### config.mk
export PLATFORM = sky130hd
export DESIGN_NAME = arrow_pixel_rasterizer_top
export DESIGN_NICKNAME = d
export VERILOG_FILES = /design/src/rtl/core/arw_pkg.sv /design/src/rtl/core/arrow_pixel_rasterizer_top.sv /design/src/rtl/core/arw_front.sv /design/src/rtl/core/arw_queue.sv /design/src/rtl/core/arw_back.sv
export SDC_FILE = /design/constraint.sdc
export NUM_CORES = 1
export LEC_CHECK = 0
export BUFFER_PORTS_ARGS = -buffer_cell sky130_fd_sc_hd__buf_2
export CELL_PAD_IN_SITES_DETAIL_PLACEMENT = 2
export CELL_PAD_IN_SITES_GLOBAL_PLACEMENT = 2
export CORE_MARGIN = 5
export CORE_UTILIZATION = 41
export CTS_BUF_LIST = sky130_fd_sc_hd__clkbuf_4 sky130_fd_sc_hd__clkbuf_8
export CTS_CLUSTER_DIAMETER = 40
export CTS_CLUSTER_SIZE = 8
export DETAILED_ROUTE_END_ITERATION = 10
export GPL_TIMING_DRIVEN = 0
export PLACE_DENSITY = 0.77
export SETUP_SLACK_MARGIN = 0.1
export SLEW_MARGIN = 20
export SYNTH_ARGS = -nofsm -noshare
export SYNTH_HDL_FRONTEND = slang
export SYNTH_SLANG_ARGS = --single-unit
### constraint.sdc
create_clock -name clock -period 10.2 [get_ports clock]
set_input_delay 2.04 -clock clock [delete_from_list [all_inputs] [get_ports clock]]
set_output_delay 2.04 -clock clock [all_outputs]
set_load 0.03 [all_outputs]
### src/rtl/core/arw_pkg.sv
// ----------------------------------------------------------------------------
// Arrow rasterizer package
// Shared constants, direction tables, the configuration record and the
// width helpers used by the front end, the queue and the drawing engine.
// ----------------------------------------------------------------------------
package arw_pkg;

   localparam int SIZE_BITS_DEF  = 12;
   localparam int COORD_BITS_DEF = 16;
   localparam int QUEUE_DEPTH    = 4;

   localparam int PIX_BITS    = 12;
   localparam int SCREEN_BITS = 13;
   localparam int ORIGIN_BITS = 12;
   localparam int OUT_TDATA_W = 2 * PIX_BITS;

   localparam logic [SCREEN_BITS-1:0] SCREEN_MAX = 13'd4096;

   localparam int CSR_ADDR_W = 2;
   localparam int CSR_DATA_W = SCREEN_BITS;

   localparam logic [CSR_ADDR_W-1:0] CSR_SCREEN_WIDTH  = 2'd0;
   localparam logic [CSR_ADDR_W-1:0] CSR_SCREEN_HEIGHT = 2'd1;
   localparam logic [CSR_ADDR_W-1:0] CSR_ORIGIN_X      = 2'd2;
   localparam logic [CSR_ADDR_W-1:0] CSR_ORIGIN_Y      = 2'd3;

   localparam logic [SCREEN_BITS-1:0] SCREEN_WIDTH_RST  = 13'd256;
   localparam logic [SCREEN_BITS-1:0] SCREEN_HEIGHT_RST = 13'd224;
   localparam logic [ORIGIN_BITS-1:0] ORIGIN_RST        = 12'd0;

   localparam logic ACT_START = 1'b0;
   localparam logic ACT_STEP  = 1'b1;

   localparam logic signed [1:0] K_NEG  = 2'sb11;
   localparam logic signed [1:0] K_ZERO = 2'sb00;
   localparam logic signed [1:0] K_POS  = 2'sb01;

   localparam logic signed [1:0] STEP_X [8] =
      '{K_NEG, K_NEG, K_ZERO, K_POS, K_POS, K_POS, K_ZERO, K_NEG};
   localparam logic signed [1:0] STEP_Y [8] =
      '{K_ZERO, K_POS, K_POS, K_POS, K_ZERO, K_NEG, K_NEG, K_NEG};
   localparam logic signed [1:0] NEG_X [8] =
      '{K_ZERO, K_ZERO, K_POS, K_POS, K_ZERO, K_ZERO, K_NEG, K_NEG};
   localparam logic signed [1:0] NEG_Y [8] =
      '{K_POS, K_POS, K_ZERO, K_ZERO, K_NEG, K_NEG, K_ZERO, K_ZERO};
   localparam logic signed [1:0] POS_X [8] =
      '{K_ZERO, K_POS, K_POS, K_ZERO, K_ZERO, K_NEG, K_NEG, K_ZERO};
   localparam logic signed [1:0] POS_Y [8] =
      '{K_POS, K_ZERO, K_ZERO, K_NEG, K_NEG, K_ZERO, K_ZERO, K_POS};

   typedef struct packed {
      logic [SCREEN_BITS-1:0] screen_width;
      logic [SCREEN_BITS-1:0] screen_height;
      logic [ORIGIN_BITS-1:0] origin_x;
      logic [ORIGIN_BITS-1:0] origin_y;
   } cfg_type;

   function automatic int base_width(input int c);
      return ((c > ORIGIN_BITS + 1) ? c : ORIGIN_BITS + 1) + 1;
   endfunction

   function automatic int pix_width(input int s, input int c);
      int m;
      m = (c > ORIGIN_BITS + 1) ? c : ORIGIN_BITS + 1;
      if (s + 2 > m) begin
         m = s + 2;
      end
      return m + 3;
   endfunction

   function automatic int entry_width(input int s, input int c);
      return 1 + 2 * base_width(c) + 2 * s + 4 + 6 * (s + 1);
   endfunction

   function automatic int in_tdata_width(input int s, input int c);
      return ((2 * c + 4 * s + 4 + 7) / 8) * 8;
   endfunction

endpackage

### src/rtl/core/arrow_pixel_rasterizer_top.sv
// ----------------------------------------------------------------------------
// Arrow pixel rasterizer
// Draws an arrow in one of eight directions as a stream of candidate pixels.
// ----------------------------------------------------------------------------
// A start transaction loads the tip, the sizes, the heading and the fill mode
// and returns nothing; each step transaction returns one pixel with a valid
// flag in tuser and the end-of-arrow mark in tlast. One transaction is taken
// per clock cycle while the queue has room: the engine handles a start or a
// step as it takes it, and its result is registered. An input transaction
// passes through the queue and then the engine into the result register, and
// a step waits in the queue while an earlier result has not been taken. A
// four-entry queue sits between the input decoder and the engine, and the input
// side only stalls when that queue is full because results are not being taken.
module arrow_pixel_rasterizer_top #(
   parameter int SIZE_BITS  = arw_pkg::SIZE_BITS_DEF,
   parameter int COORD_BITS = arw_pkg::COORD_BITS_DEF
) (
   input  logic                                                      clock,
   input  logic                                                      reset,
   input  logic                                                      req_tvalid,
   output logic                                                      req_tready,
   // tip_x, tip_y, shaft_length, shaft_width, head_width, head_thickness,
   // heading, filled_head, zero padding
   input  logic [arw_pkg::in_tdata_width(SIZE_BITS, COORD_BITS)-1:0] req_tdata,
   // action
   input  logic                                                      req_tuser,
   output logic                                                      rsp_tvalid,
   input  logic                                                      rsp_tready,
   // pixel_x, pixel_y
   output logic [arw_pkg::OUT_TDATA_W-1:0]                           rsp_tdata,
   // pixel_valid
   output logic                                                      rsp_tuser,
   output logic                                                      rsp_tlast,
   input  logic                                                      csr_we,
   input  logic [arw_pkg::CSR_ADDR_W-1:0]                            csr_addr,
   input  logic [arw_pkg::CSR_DATA_W-1:0]                            csr_wdata
);
   import arw_pkg::*;

   localparam int EW = entry_width(SIZE_BITS, COORD_BITS);

   cfg_type          cfg_ff;
   cfg_type          cfg_in;
   logic [EW-1:0]    front_data;
   logic             ent_valid;
   logic             ent_ready;
   logic [EW-1:0]    ent_data;
   logic [SCREEN_BITS-1:0] sw_clip;
   logic [SCREEN_BITS-1:0] sh_clip;

   always_comb begin
      cfg_in = cfg_ff;
      if (csr_we) begin
         case (csr_addr)
            CSR_SCREEN_WIDTH: begin
               cfg_in.screen_width = csr_wdata;
            end
            CSR_SCREEN_HEIGHT: begin
               cfg_in.screen_height = csr_wdata;
            end
            CSR_ORIGIN_X: begin
               cfg_in.origin_x = csr_wdata[ORIGIN_BITS-1:0];
            end
            CSR_ORIGIN_Y: begin
               cfg_in.origin_y = csr_wdata[ORIGIN_BITS-1:0];
            end
            default: begin
               cfg_in = cfg_ff;
            end
         endcase
      end
   end

   always_ff @(posedge clock) begin
      if (reset) begin
         cfg_ff.screen_width  <= SCREEN_WIDTH_RST;
         cfg_ff.screen_height <= SCREEN_HEIGHT_RST;
         cfg_ff.origin_x      <= ORIGIN_RST;
         cfg_ff.origin_y      <= ORIGIN_RST;
      end else begin
         cfg_ff <= cfg_in;
      end
   end

   arw_front #(
      .SIZE_BITS  (SIZE_BITS),
      .COORD_BITS (COORD_BITS)
   ) u_front (
      .req_tdata (req_tdata),
      .req_tuser (req_tuser),
      .cfg       (cfg_ff),
      .ent_data  (front_data)
   );

   arw_queue #(
      .WIDTH (EW),
      .DEPTH (QUEUE_DEPTH)
   ) u_queue (
      .clock    (clock),
      .reset    (reset),
      .wr_valid (req_tvalid),
      .wr_ready (req_tready),
      .wr_data  (front_data),
      .rd_valid (ent_valid),
      .rd_ready (ent_ready),
      .rd_data  (ent_data)
   );

   arw_back #(
      .SIZE_BITS  (SIZE_BITS),
      .COORD_BITS (COORD_BITS)
   ) u_back (
      .clock      (clock),
      .reset      (reset),
      .cfg        (cfg_ff),
      .ent_valid  (ent_valid),
      .ent_ready  (ent_ready),
      .ent_data   (ent_data),
      .rsp_tvalid (rsp_tvalid),
      .rsp_tready (rsp_tready),
      .rsp_tdata  (rsp_tdata),
      .rsp_tuser  (rsp_tuser),
      .rsp_tlast  (rsp_tlast)
   );

   assign sw_clip = (cfg_ff.screen_width > SCREEN_MAX) ? SCREEN_MAX : cfg_ff.screen_width;
   assign sh_clip = (cfg_ff.screen_height > SCREEN_MAX) ? SCREEN_MAX : cfg_ff.screen_height;

   a_pixel_on_screen: assert property (@(posedge clock) disable iff (reset)
      (rsp_tvalid && rsp_tuser) |->
         (({1'b0, rsp_tdata[PIX_BITS-1:0]} < sw_clip)
          && ({1'b0, rsp_tdata[OUT_TDATA_W-1:PIX_BITS]} < sh_clip)))
      else $error("drawn pixel lies outside the clipped screen");

   a_invalid_pixel_zero: assert property (@(posedge clock) disable iff (reset)
      (rsp_tvalid && !rsp_tuser) |-> (rsp_tdata == '0))
      else $error("invalid pixel carries non-zero coordinates");

   a_stall_only_when_full: assert property (@(posedge clock) disable iff (reset)
      !req_tready |-> (ent_valid && rsp_tvalid))
      else $error("input stalled with no result waiting at the output");

endmodule

### src/rtl/core/arw_front.sv
// ----------------------------------------------------------------------------
// Arrow rasterizer front end
// Unpacks an incoming transaction, adds the frame origin to the tip and
// works out the shaft and head bands and the row range for a start.
// ----------------------------------------------------------------------------
module arw_front #(
   parameter int SIZE_BITS  = arw_pkg::SIZE_BITS_DEF,
   parameter int COORD_BITS = arw_pkg::COORD_BITS_DEF
) (
   input  logic [arw_pkg::in_tdata_width(SIZE_BITS, COORD_BITS)-1:0] req_tdata,
   input  logic                                                      req_tuser,
   input  arw_pkg::cfg_type                                          cfg,
   output logic [arw_pkg::entry_width(SIZE_BITS, COORD_BITS)-1:0]    ent_data
);
   import arw_pkg::*;

   localparam int S  = SIZE_BITS;
   localparam int C  = COORD_BITS;
   localparam int BW = base_width(C);

   logic signed [C-1:0]  tip_x;
   logic signed [C-1:0]  tip_y;
   logic [S-1:0]         len;
   logic [S-1:0]         shaft_w;
   logic [S-1:0]         head_w;
   logic [S-1:0]         head_t;
   logic [2:0]           heading;
   logic                 filled;
   logic signed [BW-1:0] base_x;
   logic signed [BW-1:0] base_y;
   logic signed [S:0]    cmin;
   logic signed [S:0]    cmax;
   logic signed [S:0]    hmin;
   logic signed [S:0]    hmax;
   logic signed [S:0]    row_lo;
   logic signed [S:0]    row_hi;
   logic [S:0]           shaft_sum;
   logic [S:0]           head_sum;

   assign tip_x   = req_tdata[C-1:0];
   assign tip_y   = req_tdata[2*C-1:C];
   assign len     = req_tdata[2*C+S-1:2*C];
   assign shaft_w = req_tdata[2*C+2*S-1:2*C+S];
   assign head_w  = req_tdata[2*C+3*S-1:2*C+2*S];
   assign head_t  = req_tdata[2*C+4*S-1:2*C+3*S];
   assign heading = req_tdata[2*C+4*S+2:2*C+4*S];
   assign filled  = req_tdata[2*C+4*S+3];

   assign base_x = $signed({{(BW-C){tip_x[C-1]}}, tip_x})
                 + $signed({{(BW-ORIGIN_BITS){1'b0}}, cfg.origin_x});
   assign base_y = $signed({{(BW-C){tip_y[C-1]}}, tip_y})
                 + $signed({{(BW-ORIGIN_BITS){1'b0}}, cfg.origin_y});

   assign shaft_sum = {1'b0, shaft_w} + (S+1)'(1);
   assign head_sum  = {1'b0, head_w} + (S+1)'(1);

   assign cmin = -$signed({2'b00, shaft_w[S-1:1]});
   assign hmin = -$signed({2'b00, head_w[S-1:1]});
   assign cmax = $signed({1'b0, shaft_sum[S:1]});
   assign hmax = $signed({1'b0, head_sum[S:1]});

   assign row_lo = (cmin < hmin) ? cmin : hmin;
   assign row_hi = (cmax > hmax) ? cmax : hmax;

   assign ent_data = {row_hi, row_lo, hmax, hmin, cmax, cmin, filled, heading,
                      head_t, len, base_y, base_x, (req_tuser == ACT_STEP)};

endmodule

### src/rtl/core/arw_queue.sv
// ----------------------------------------------------------------------------
// Arrow rasterizer queue
// Small first-in first-out store that decouples the front end from the
// drawing engine.
// ----------------------------------------------------------------------------
module arw_queue #(
   parameter int WIDTH = 8,
   parameter int DEPTH = arw_pkg::QUEUE_DEPTH
) (
   input  logic             clock,
   input  logic             reset,
   input  logic             wr_valid,
   output logic             wr_ready,
   input  logic [WIDTH-1:0] wr_data,
   output logic             rd_valid,
   input  logic             rd_ready,
   output logic [WIDTH-1:0] rd_data
);
   import arw_pkg::*;

   localparam int AW = (DEPTH > 1) ? $clog2(DEPTH) : 1;
   localparam int NW = $clog2(DEPTH + 1);

   logic [WIDTH-1:0] mem_ff [DEPTH];
   logic [AW-1:0]    wr_ptr_ff;
   logic [AW-1:0]    wr_ptr_in;
   logic [AW-1:0]    rd_ptr_ff;
   logic [AW-1:0]    rd_ptr_in;
   logic [NW-1:0]    count_ff;
   logic [NW-1:0]    count_in;
   logic             push;
   logic             pop;

   assign wr_ready = (count_ff != NW'(DEPTH));
   assign rd_valid = (count_ff != '0);
   assign rd_data  = mem_ff[rd_ptr_ff];
   assign push     = wr_valid && wr_ready;
   assign pop      = rd_valid && rd_ready;

   always_comb begin
      wr_ptr_in = wr_ptr_ff;
      rd_ptr_in = rd_ptr_ff;
      count_in  = count_ff;
      if (push) begin
         wr_ptr_in = (wr_ptr_ff == AW'(DEPTH - 1)) ? '0 : wr_ptr_ff + AW'(1);
      end
      if (pop) begin
         rd_ptr_in = (rd_ptr_ff == AW'(DEPTH - 1)) ? '0 : rd_ptr_ff + AW'(1);
      end
      if (push && !pop) begin
         count_in = count_ff + NW'(1);
      end else if (pop && !push) begin
         count_in = count_ff - NW'(1);
      end
   end

   always_ff @(posedge clock) begin
      if (reset) begin
         wr_ptr_ff <= '0;
         rd_ptr_ff <= '0;
         count_ff  <= '0;
      end else begin
         wr_ptr_ff <= wr_ptr_in;
         rd_ptr_ff <= rd_ptr_in;
         count_ff  <= count_in;
      end
   end

   always_ff @(posedge clock) begin
      if (push) begin
         mem_ff[wr_ptr_ff] <= wr_data;
      end
   end

endmodule

### src/rtl/core/arw_back.sv
// ----------------------------------------------------------------------------
// Arrow rasterizer drawing engine
// Holds the arrow being drawn, walks its rows and columns one step per
// transaction, clips each pixel and registers the result.
// ----------------------------------------------------------------------------
module arw_back #(
   parameter int SIZE_BITS  = arw_pkg::SIZE_BITS_DEF,
   parameter int COORD_BITS = arw_pkg::COORD_BITS_DEF
) (
   input  logic                                                   clock,
   input  logic                                                   reset,
   input  arw_pkg::cfg_type                                       cfg,
   input  logic                                                   ent_valid,
   output logic                                                   ent_ready,
   input  logic [arw_pkg::entry_width(SIZE_BITS, COORD_BITS)-1:0] ent_data,
   output logic                                                   rsp_tvalid,
   input  logic                                                   rsp_tready,
   output logic [arw_pkg::OUT_TDATA_W-1:0]                        rsp_tdata,
   output logic                                                   rsp_tuser,
   output logic                                                   rsp_tlast
);
   import arw_pkg::*;

   localparam int S  = SIZE_BITS;
   localparam int C  = COORD_BITS;
   localparam int BW = base_width(C);
   localparam int PW = pix_width(S, C);
   localparam int CW = S + 2;

   logic                 e_is_step;
   logic signed [BW-1:0] e_base_x;
   logic signed [BW-1:0] e_base_y;
   logic [S-1:0]         e_len;
   logic [S-1:0]         e_ht;
   logic [2:0]           e_heading;
   logic                 e_filled;
   logic signed [S:0]    e_cmin;
   logic signed [S:0]    e_cmax;
   logic signed [S:0]    e_hmin;
   logic signed [S:0]    e_hmax;
   logic signed [S:0]    e_row_lo;
   logic signed [S:0]    e_row_hi;

   logic signed [BW-1:0] base_x_ff, base_x_in;
   logic signed [BW-1:0] base_y_ff, base_y_in;
   logic [S-1:0]         len_ff, len_in;
   logic [S-1:0]         ht_ff, ht_in;
   logic [2:0]           heading_ff, heading_in;
   logic                 filled_ff, filled_in;
   logic signed [S:0]    cmin_ff, cmin_in;
   logic signed [S:0]    cmax_ff, cmax_in;
   logic signed [S:0]    hmin_ff, hmin_in;
   logic signed [S:0]    hmax_ff, hmax_in;
   logic signed [S:0]    row_offset_ff, row_offset_in;
   logic signed [S:0]    row_limit_ff, row_limit_in;
   logic [CW-1:0]        column_ff, column_in;
   logic [CW-1:0]        column_limit_ff, column_limit_in;
   logic                 busy_ff, busy_in;
   logic                 rsp_valid_ff, rsp_valid_in;
   logic                 rsp_pix_ff, rsp_pix_in;
   logic [PIX_BITS-1:0]  rsp_x_ff, rsp_x_in;
   logic [PIX_BITS-1:0]  rsp_y_ff, rsp_y_in;
   logic                 rsp_done_ff, rsp_done_in;

   logic                 take;
   logic                 rows_left;
   logic                 has_pix;
   logic [CW-1:0]        col_next;
   logic                 row_end;
   logic signed [S:0]    row_next;
   logic                 last_row;
   logic [2*CW-1:0]      span;
   logic signed [PW-1:0] o_ext;
   logic signed [PW-1:0] d_ext;
   logic signed [PW-1:0] px;
   logic signed [PW-1:0] py;
   logic signed [1:0]    side_x;
   logic signed [1:0]    side_y;
   logic [SCREEN_BITS-1:0] sw_clip;
   logic [SCREEN_BITS-1:0] sh_clip;
   logic                 on_screen;

   function automatic logic signed [PW-1:0] scale_unit(input logic signed [1:0] k,
                                                        input logic signed [PW-1:0] v);
      logic signed [PW-1:0] r;
      r = '0;
      if (k == K_POS) begin
         r = v;
      end else if (k == K_NEG) begin
         r = -v;
      end
      return r;
   endfunction

   function automatic logic [2*CW-1:0] row_span(input logic signed [S:0] o,
                                                input logic [S-1:0] len,
                                                input logic [S-1:0] ht,
                                                input logic odd,
                                                input logic filled,
                                                input logic signed [S:0] cmin,
                                                input logic signed [S:0] cmax,
                                                input logic signed [S:0] hmin,
                                                input logic signed [S:0] hmax);
      logic [S:0]    mag;
      logic [CW-1:0] minc;
      logic [CW-1:0] maxc;
      logic [CW-1:0] hm;
      logic [CW-1:0] e;
      mag  = o[S] ? -o : o;
      minc = {1'b0, mag};
      hm   = {1'b0, hmax};
      maxc = '0;
      if (o >= cmin && o < cmax) begin
         maxc = {2'b00, len};
      end
      if (o >= hmin && o < hmax) begin
         if (filled) begin
            e = odd ? minc + ((hm - minc) >> 1) + CW'(1) : hm;
         end else begin
            e = minc + {2'b00, ht};
         end
         if (e > maxc) begin
            maxc = e;
         end
      end
      return {minc, maxc};
   endfunction

   assign {e_row_hi, e_row_lo, e_hmax, e_hmin, e_cmax, e_cmin, e_filled, e_heading,
           e_ht, e_len, e_base_y, e_base_x, e_is_step} = ent_data;

   assign ent_ready = !e_is_step || !rsp_valid_ff || rsp_tready;
   assign take      = ent_valid && ent_ready;

   assign rows_left = row_offset_ff < row_limit_ff;
   assign has_pix   = column_ff < column_limit_ff;
   assign col_next  = has_pix ? column_ff + CW'(1) : column_limit_ff;
   assign row_end   = col_next >= column_limit_ff;
   assign row_next  = row_offset_ff + (S+1)'(1);
   assign last_row  = row_next >= row_limit_ff;

   assign span = e_is_step
      ? row_span(row_next, len_ff, ht_ff, heading_ff[0], filled_ff,
                 cmin_ff, cmax_ff, hmin_ff, hmax_ff)
      : row_span(e_row_lo, e_len, e_ht, e_heading[0], e_filled,
                 e_cmin, e_cmax, e_hmin, e_hmax);

   assign o_ext  = $signed({{(PW-S-1){row_offset_ff[S]}}, row_offset_ff});
   assign d_ext  = $signed({{(PW-CW){1'b0}}, column_ff});
   assign side_x = row_offset_ff[S] ? NEG_X[heading_ff] : POS_X[heading_ff];
   assign side_y = row_offset_ff[S] ? NEG_Y[heading_ff] : POS_Y[heading_ff];

   assign px = $signed({{(PW-BW){base_x_ff[BW-1]}}, base_x_ff})
             + scale_unit(side_x, o_ext) + scale_unit(STEP_X[heading_ff], d_ext);
   assign py = $signed({{(PW-BW){base_y_ff[BW-1]}}, base_y_ff})
             + scale_unit(side_y, o_ext) + scale_unit(STEP_Y[heading_ff], d_ext);

   assign sw_clip = (cfg.screen_width > SCREEN_MAX) ? SCREEN_MAX : cfg.screen_width;
   assign sh_clip = (cfg.screen_height > SCREEN_MAX) ? SCREEN_MAX : cfg.screen_height;

   assign on_screen = !px[PW-1] && !py[PW-1]
                   && (px < $signed({{(PW-SCREEN_BITS){1'b0}}, sw_clip}))
                   && (py < $signed({{(PW-SCREEN_BITS){1'b0}}, sh_clip}));

   always_comb begin
      base_x_in       = base_x_ff;
      base_y_in       = base_y_ff;
      len_in          = len_ff;
      ht_in           = ht_ff;
      heading_in      = heading_ff;
      filled_in       = filled_ff;
      cmin_in         = cmin_ff;
      cmax_in         = cmax_ff;
      hmin_in         = hmin_ff;
      hmax_in         = hmax_ff;
      row_offset_in   = row_offset_ff;
      row_limit_in    = row_limit_ff;
      column_in       = column_ff;
      column_limit_in = column_limit_ff;
      busy_in         = busy_ff;
      rsp_valid_in    = rsp_valid_ff && !rsp_tready;
      rsp_pix_in      = rsp_pix_ff;
      rsp_x_in        = rsp_x_ff;
      rsp_y_in        = rsp_y_ff;
      rsp_done_in     = rsp_done_ff;
      if (take) begin
         if (!e_is_step) begin
            base_x_in                    = e_base_x;
            base_y_in                    = e_base_y;
            len_in                       = e_len;
            ht_in                        = e_ht;
            heading_in                   = e_heading;
            filled_in                    = e_filled;
            cmin_in                      = e_cmin;
            cmax_in                      = e_cmax;
            hmin_in                      = e_hmin;
            hmax_in                      = e_hmax;
            row_offset_in                = e_row_lo;
            row_limit_in                 = e_row_hi;
            {column_in, column_limit_in} = span;
            busy_in                      = 1'b1;
         end else begin
            rsp_valid_in = 1'b1;
            rsp_pix_in   = 1'b0;
            rsp_x_in     = '0;
            rsp_y_in     = '0;
            rsp_done_in  = 1'b0;
            if (!busy_ff) begin
               rsp_done_in = 1'b1;
            end else if (!rows_left) begin
               busy_in     = 1'b0;
               rsp_done_in = 1'b1;
            end else begin
               if (has_pix && on_screen) begin
                  rsp_pix_in = 1'b1;
                  rsp_x_in   = px[PIX_BITS-1:0];
                  rsp_y_in   = py[PIX_BITS-1:0];
               end
               column_in = col_next;
               if (row_end) begin
                  row_offset_in = row_next;
                  if (last_row) begin
                     busy_in     = 1'b0;
                     rsp_done_in = 1'b1;
                  end else begin
                     {column_in, column_limit_in} = span;
                  end
               end
            end
         end
      end
   end

   always_ff @(posedge clock) begin
      if (reset) begin
         busy_ff      <= 1'b0;
         rsp_valid_ff <= 1'b0;
      end else begin
         busy_ff      <= busy_in;
         rsp_valid_ff <= rsp_valid_in;
      end
      base_x_ff       <= base_x_in;
      base_y_ff       <= base_y_in;
      len_ff          <= len_in;
      ht_ff           <= ht_in;
      heading_ff      <= heading_in;
      filled_ff       <= filled_in;
      cmin_ff         <= cmin_in;
      cmax_ff         <= cmax_in;
      hmin_ff         <= hmin_in;
      hmax_ff         <= hmax_in;
      row_offset_ff   <= row_offset_in;
      row_limit_ff    <= row_limit_in;
      column_ff       <= column_in;
      column_limit_ff <= column_limit_in;
      rsp_pix_ff      <= rsp_pix_in;
      rsp_x_ff        <= rsp_x_in;
      rsp_y_ff        <= rsp_y_in;
      rsp_done_ff     <= rsp_done_in;
   end

   assign rsp_tvalid = rsp_valid_ff;
   assign rsp_tdata  = {rsp_y_ff, rsp_x_ff};
   assign rsp_tuser  = rsp_pix_ff;
   assign rsp_tlast  = rsp_done_ff;

endmodule
After elaboration in Yosys (flattened, before gate mapping)
Memory sizes are Yosys's and may differ from the RTL's. A register that Yosys moved wholly into a read port is not among the register bits.
Index checks and enable logic that the tools add are counted.
{"block": "totals", "input_bits": 109, "output_inout_bits": 28, "ram_bits": 552, "word_cells": 213, "mem_bits_ro": 96, "mem_count": 7, "ff_bits": 253}
{"name": "u_queue.mem_ff", "depth": 4, "word_bits": 138, "rd": 1, "rd_clocked_by_memory_dff": 1, "wr": 1, "line_no": "arw_queue.sv:24", "source": "logic [WIDTH-1:0] mem_ff [DEPTH];"}
{"name": "(name not given)", "depth": 8, "word_bits": 2, "rd": 1, "rd_clocked_by_memory_dff": 0, "wr": 0, "line_no": "arw_back.sv:151", "source": "assign side_y = row_offset_ff[S] ? NEG_Y[heading_ff] : POS_Y[heading_ff];"}
{"name": "(name not given)", "depth": 8, "word_bits": 2, "rd": 1, "rd_clocked_by_memory_dff": 0, "wr": 0, "line_no": "arw_back.sv:154", "source": "+ scale_unit(side_x, o_ext) + scale_unit(STEP_X[heading_ff], d_ext);"}
{"name": "(name not given)", "depth": 8, "word_bits": 2, "rd": 1, "rd_clocked_by_memory_dff": 0, "wr": 0, "line_no": "arw_back.sv:156", "source": "+ scale_unit(side_y, o_ext) + scale_unit(STEP_Y[heading_ff], d_ext);"}
{"name": "(name not given)", "depth": 8, "word_bits": 2, "rd": 1, "rd_clocked_by_memory_dff": 0, "wr": 0, "line_no": "arw_back.sv:150", "source": "assign side_x = row_offset_ff[S] ? NEG_X[heading_ff] : POS_X[heading_ff];"}
{"name": "(name not given)", "depth": 8, "word_bits": 2, "rd": 1, "rd_clocked_by_memory_dff": 0, "wr": 0, "line_no": "arw_back.sv:151"}
{"name": "1 more memories"}
{"block": "op_classes", "n_bitwise": 2, "reduce_logical": 36, "order_cmp": 21, "n_eq_ne": 18, "muxes": 74, "add_sub_neg": 28}
{"op": "$mux 14", "n": 21}
{"op": "$mux 19", "n": 8}
{"op": "$mux 13", "n": 9}
{"op": "$lt 13x13->1", "n": 6}
{"op": "$ge 13x13->1", "n": 5}
{"op": "$add 14x1->14 const B", "n": 3}
{"op": "$add 17x19->19", "n": 2}
{"op": "$add 19x19->19", "n": 2}
{"op": "$lt 19x14->1", "n": 2}
{"op": "$mux 12", "n": 3}
{"op": "$mux 2", "n": 18}
{"op": "$add 16x13->17", "n": 2}
{"op": "$add 13x12->14", "n": 2}
{"op": "$add 13x13->14", "n": 2}
{"op": "$sub 13x13->14", "n": 2}
{"op": "$mux 27", "n": 1}
{"op": "$add 12x1->13 const B", "n": 2}
{"op": "$gt 13x13->1 const B", "n": 2}
{"op": "$neg 11->13", "n": 2}
{"op": "$neg 13->13", "n": 2}
{"op": "$neg 13->19", "n": 1}
{"op": "$neg 14->19", "n": 1}
{"op": "$eq 2x2->1 const B", "n": 8}
{"op": "$ge 14x14->1", "n": 1}
{"op": "other kinds (26)", "n": 72}

Logic depth before layout (Yosys ltp)
{"block": "depth", "ltp_word": 18, "depth_mapped": 38}

Hierarchy
A second synthesis with hierarchy kept.
{"block": "hier_totals", "hier_cells": 3800, "area_unflattened_um2": 47310.4}
{"module": "arw_back", "n_inst": 1, "cells_per_inst": 2397, "area_per_inst_um2": 21309.2}
{"module": "arw_queue", "n_inst": 1, "cells_per_inst": 785, "area_per_inst_um2": 20811.2}
{"module": "arw_front", "n_inst": 1, "cells_per_inst": 432, "area_per_inst_um2": 3166.8}
{"module": "arrow_pixel_rasterizer_top", "n_inst": 1, "cells_per_inst": 186, "area_per_inst_um2": 2023.2}

Worst setup path after synthesis
Ideal clock, no wire load.
{"block": "synth_path", "path_type": "register to register", "from": "reg with a tool-made name", "to": "reg u_back.row_offset_ff[0] (enable)", "synth_period_minus_slack_ns": 9.827, "setup_slack_ns": 0.373, "t_arrival_ns": 9.438, "required_time_ns": 9.812, "path_buffers": 6, "path_stages_with_launch": 12, "cell_sequence": "dfxtp_1 > buf_6 > buf_6 > buf_6 > buf_1 > buf_1 > nand2_1 > o21a_1 > clkbuf_1 > nor2_1 > o21ai_0 > a21oi_1"}
{"element": "end signal, assigned", "line_no": "arw_back.sv:252", "source": "row_offset_ff <= row_offset_in;"}
{"element": "end, declared", "line_no": "arw_back.sv:54", "source": "logic signed [S:0] row_offset_ff, row_offset_in;"}

==> reports/metrics.cfg <==
[floorplanning]
die-height_um=347
die_area_um2=121000
initial_core_util=0.414
die_x_um=347
core_region_area_um2=113000
row_count=123
ios=137

[global_routing]
grt_usage=0.284
grt_pass1_vias=37400
antenna_found_initial=8
grt_max_degree=45
grt_pass1_wl_um=255000
grt_overflow=0

[drt]
ant_nets=0
drc_errors=0
drtIter0Drc=3209
drt-vias-per-instance=6.02
via_count=34300
drt-total-wl_um=175000
wl_per_cell_um=30.7
firstDrtPassIters=5

[clocking]
path_clk_slew_ns=0.06
cts_max_path_buffers=3
cts_setup_buffers=0
clkSinkCount=804
h-tree-depth=4
cts_buffers=139
clock_latency_ns=0.85
ctsRootBufferMaster=clkbuf_8
cts_tree=built

[yosys]
yosys.area.top_type=edfxtp_1
ys.flop_type=edfxtp_1
synth.avg_cell_area_um2=12.2
synthCells=3832
ys_ff_latch=804
synth_seq_area_share=0.505
synth_top_area_frac=0.479
async_reset_ff_frac=0
synthTopCellsByCount=edfxtp_1 (743), inv_1 (375), ha_1 (350)
synth.most_common_cell=edfxtp_1
synth_area_um2=46600
ys_top_cells_by_area=edfxtp_1 (48%), ha_1 (9.4%), mux4_2 (6.5%)
ys_warn_count=0
synth_edf_count=743
yosys.cell_types.count=111
syn-num-nets=4338

[sta]
finalClockSkew_ns=0.0555
min_period_ns=9.67
rsz0062_at_grt=no
holdWs_ns=0.483
clock.fmax_mhz=103
max_slew.worst_pin.slew_ns=1.26
min_period_over_period=0.948
relSlewSlack=0.162
slew_viol_final=0
setup_tns_ns=0
hold_viol=0
finalSetupViolCount=0

[setup_path]
rr_endpoint=u_back.column_limit_ff[10]
cp_max_fo=19
crit_path_end_kind=flip-flop
crit_top_cell=o21ai_0
cp-start-kind=flip-flop
cpPeakStageDelay_ns=0.72
critPathArrivalTime_ns=10.18
r2r_slack_ns=0.53
required_ns=10.71
r2r_cells=31
cp_slowest_cell=clkbuf_1
criticalPathCategory=flip-flop to flip-flop

[cells_and_area]
layout.nets=4620
drive_above_1_share=0.158
area_growth_syn_to_layout_pct=12.8

[min_path]
hold_path_class=flip-flop to flip-flop
hold_end=cfg_ff[9]
hold_depth=2
hold_start=cfg_ff[9]

[status]
status=finished, final reports clean

[job]
cap_violations=0

[placed_design]
io_buffer_count=121
place.gp.congestion=0.885
dp_hpwl_um=131000

==> per-layer routing <==
layer | track usage | wire length, um | up-vias
met5 | 0 | 0 | -
met4 | 0.0850 | 5220 | 0
met3 | 0.0420 | 9780 | 317
met2 | 0.480 | 85000 | 1230
met1 | 0.381 | 75200 | 18000
li1 | - | - | 14800
==> worst max path at each step <==
stage,cells after the start,startpoint,slack (ns),to
after floorplan,11,flip-flop,0.37,u_back.row_offset_ff[0]
after global placement,11,flip-flop,-7.70,u_back.row_offset_ff[1]
after detailed placement,35,flip-flop,-0.89,u_back.column_limit_ff[10]
after CTS,32,flip-flop,0.25,u_back.column_limit_ff[10]
after global routing,34,flip-flop,0.15,u_back.column_limit_ff[10]
final,31,flip-flop,0.53,u_back.column_limit_ff[10]
==> registers in the layout, indices dropped and copies added, names as in the netlist, 2 cells and up, named ones only <==
name                    flops
u_queue.mem_ff            552
cfg_ff                     50
u_back.base_x_ff           17
u_back.base_y_ff           17
u_back.column_ff           14
u_back.column_limit_ff     14
u_back.cmin_ff             13
u_back.hmin_ff             13
u_back.row_offset_ff       13
u_back.cmax_ff             12
u_back.hmax_ff             12
u_back.ht_ff               12
u_back.len_ff              12
u_back.row_limit_ff        12
u_back.rsp_x_ff            12
u_back.rsp_y_ff            12
u_back.heading_ff           3
u_queue.count_ff            3
u_queue.rd_ptr_ff           2
u_queue.wr_ptr_ff           2
==> worst max-delay path, delay by kind of cell (launching register included) <==
family / cells / cell delay (ns)
multiplexers: 1 / 0.56
flip-flops: 1 / 0.38
AO/OA/AOI/OAI: 15 / 3.19
XOR/XNOR: 1 / 0.23
adder cells (fa/ha/maj): 3 / 1.13
AND/OR/NAND/NOR: 5 / 0.67
buffers and inverters: 6 / 3.18
==> cell usage in the layout, fill, tap and decap left out, types with 57 or more instances in the layout <==
| master | Yosys | final |
|---|---|---|
| edfxtp_1 | 743 | 743 |
| inv_1 | 375 | 375 |
| ha_1 | 350 | 350 |
| nand2_1 | 292 | 292 |
| a21oi_1 | 199 | 197 |
| nor2_1 | 184 | 182 |
| xnor2_1 | 164 | 164 |
| clkbuf_8 | 0 | 144 |
| o21ai_0 | 144 | 141 |
| buf_2 | 11 | 134 |
| mux4_2 | 134 | 134 |
| clkbuf_1 | 95 | 92 |
| a21o_1 | 84 | 84 |
| dfxtp_1 | 61 | 61 |
| nor3_1 | 59 | 57 |
| xor2_1 | 57 | 57 |
==> timing repair <==
action                                  4_1_cts  5_1_grt
endpoints found under the setup margin       12       12
cloned                                        0        0
hold buffers                                  0        0
resized for setup                             6        4
==> layout make-up <==
| cell class | instances | area (um2) |
|---|---|---|
| Fill cell | 11300 | 60100 |
| Sequential cell | 804 | 23500 |
| Multi-Input combinational cell | 2498 | 21000 |
| Clock buffer | 181 | 2260 |
| Tap cell | 1500 | 1880 |
| Inverter | 384 | 1450 |
| Timing Repair Buffer | 143 | 1090 |
| Buffer | 144 | 681 |
| Clock inverter | 50 | 651 |
| Antenna cell | 2 | 5.00 |
==> kinds of logic after synthesis <==
kind of cell	Yosys count	share of synthesized area
buf+inv	530	0.0453
compound gates	748	0.108
flops	804	0.505
xor+xnor	233	0.0467
simple gates	896	0.0957
fa+ha+maj	407	0.116
mux	214	0.0829
==> stage by stage <==
stage	util	cell area [um2]	instances	setup WS, ns
2_1_floorplan	-	46600	3832	0.373
3_3_place_gp	0.436	49100	5453	-7.70
3_5_place_dp	0.441	49600	5475	-0.891
4_1_cts	0.467	52600	5705	0.247
5_1_grt	0.467	52600	5706	0.149
6_report	0.467	52600	5706	0.528
Power is left out: the tool's default activity adds up to more than one toggle a clock period on the data nets, which glitch-free logic cannot reach.
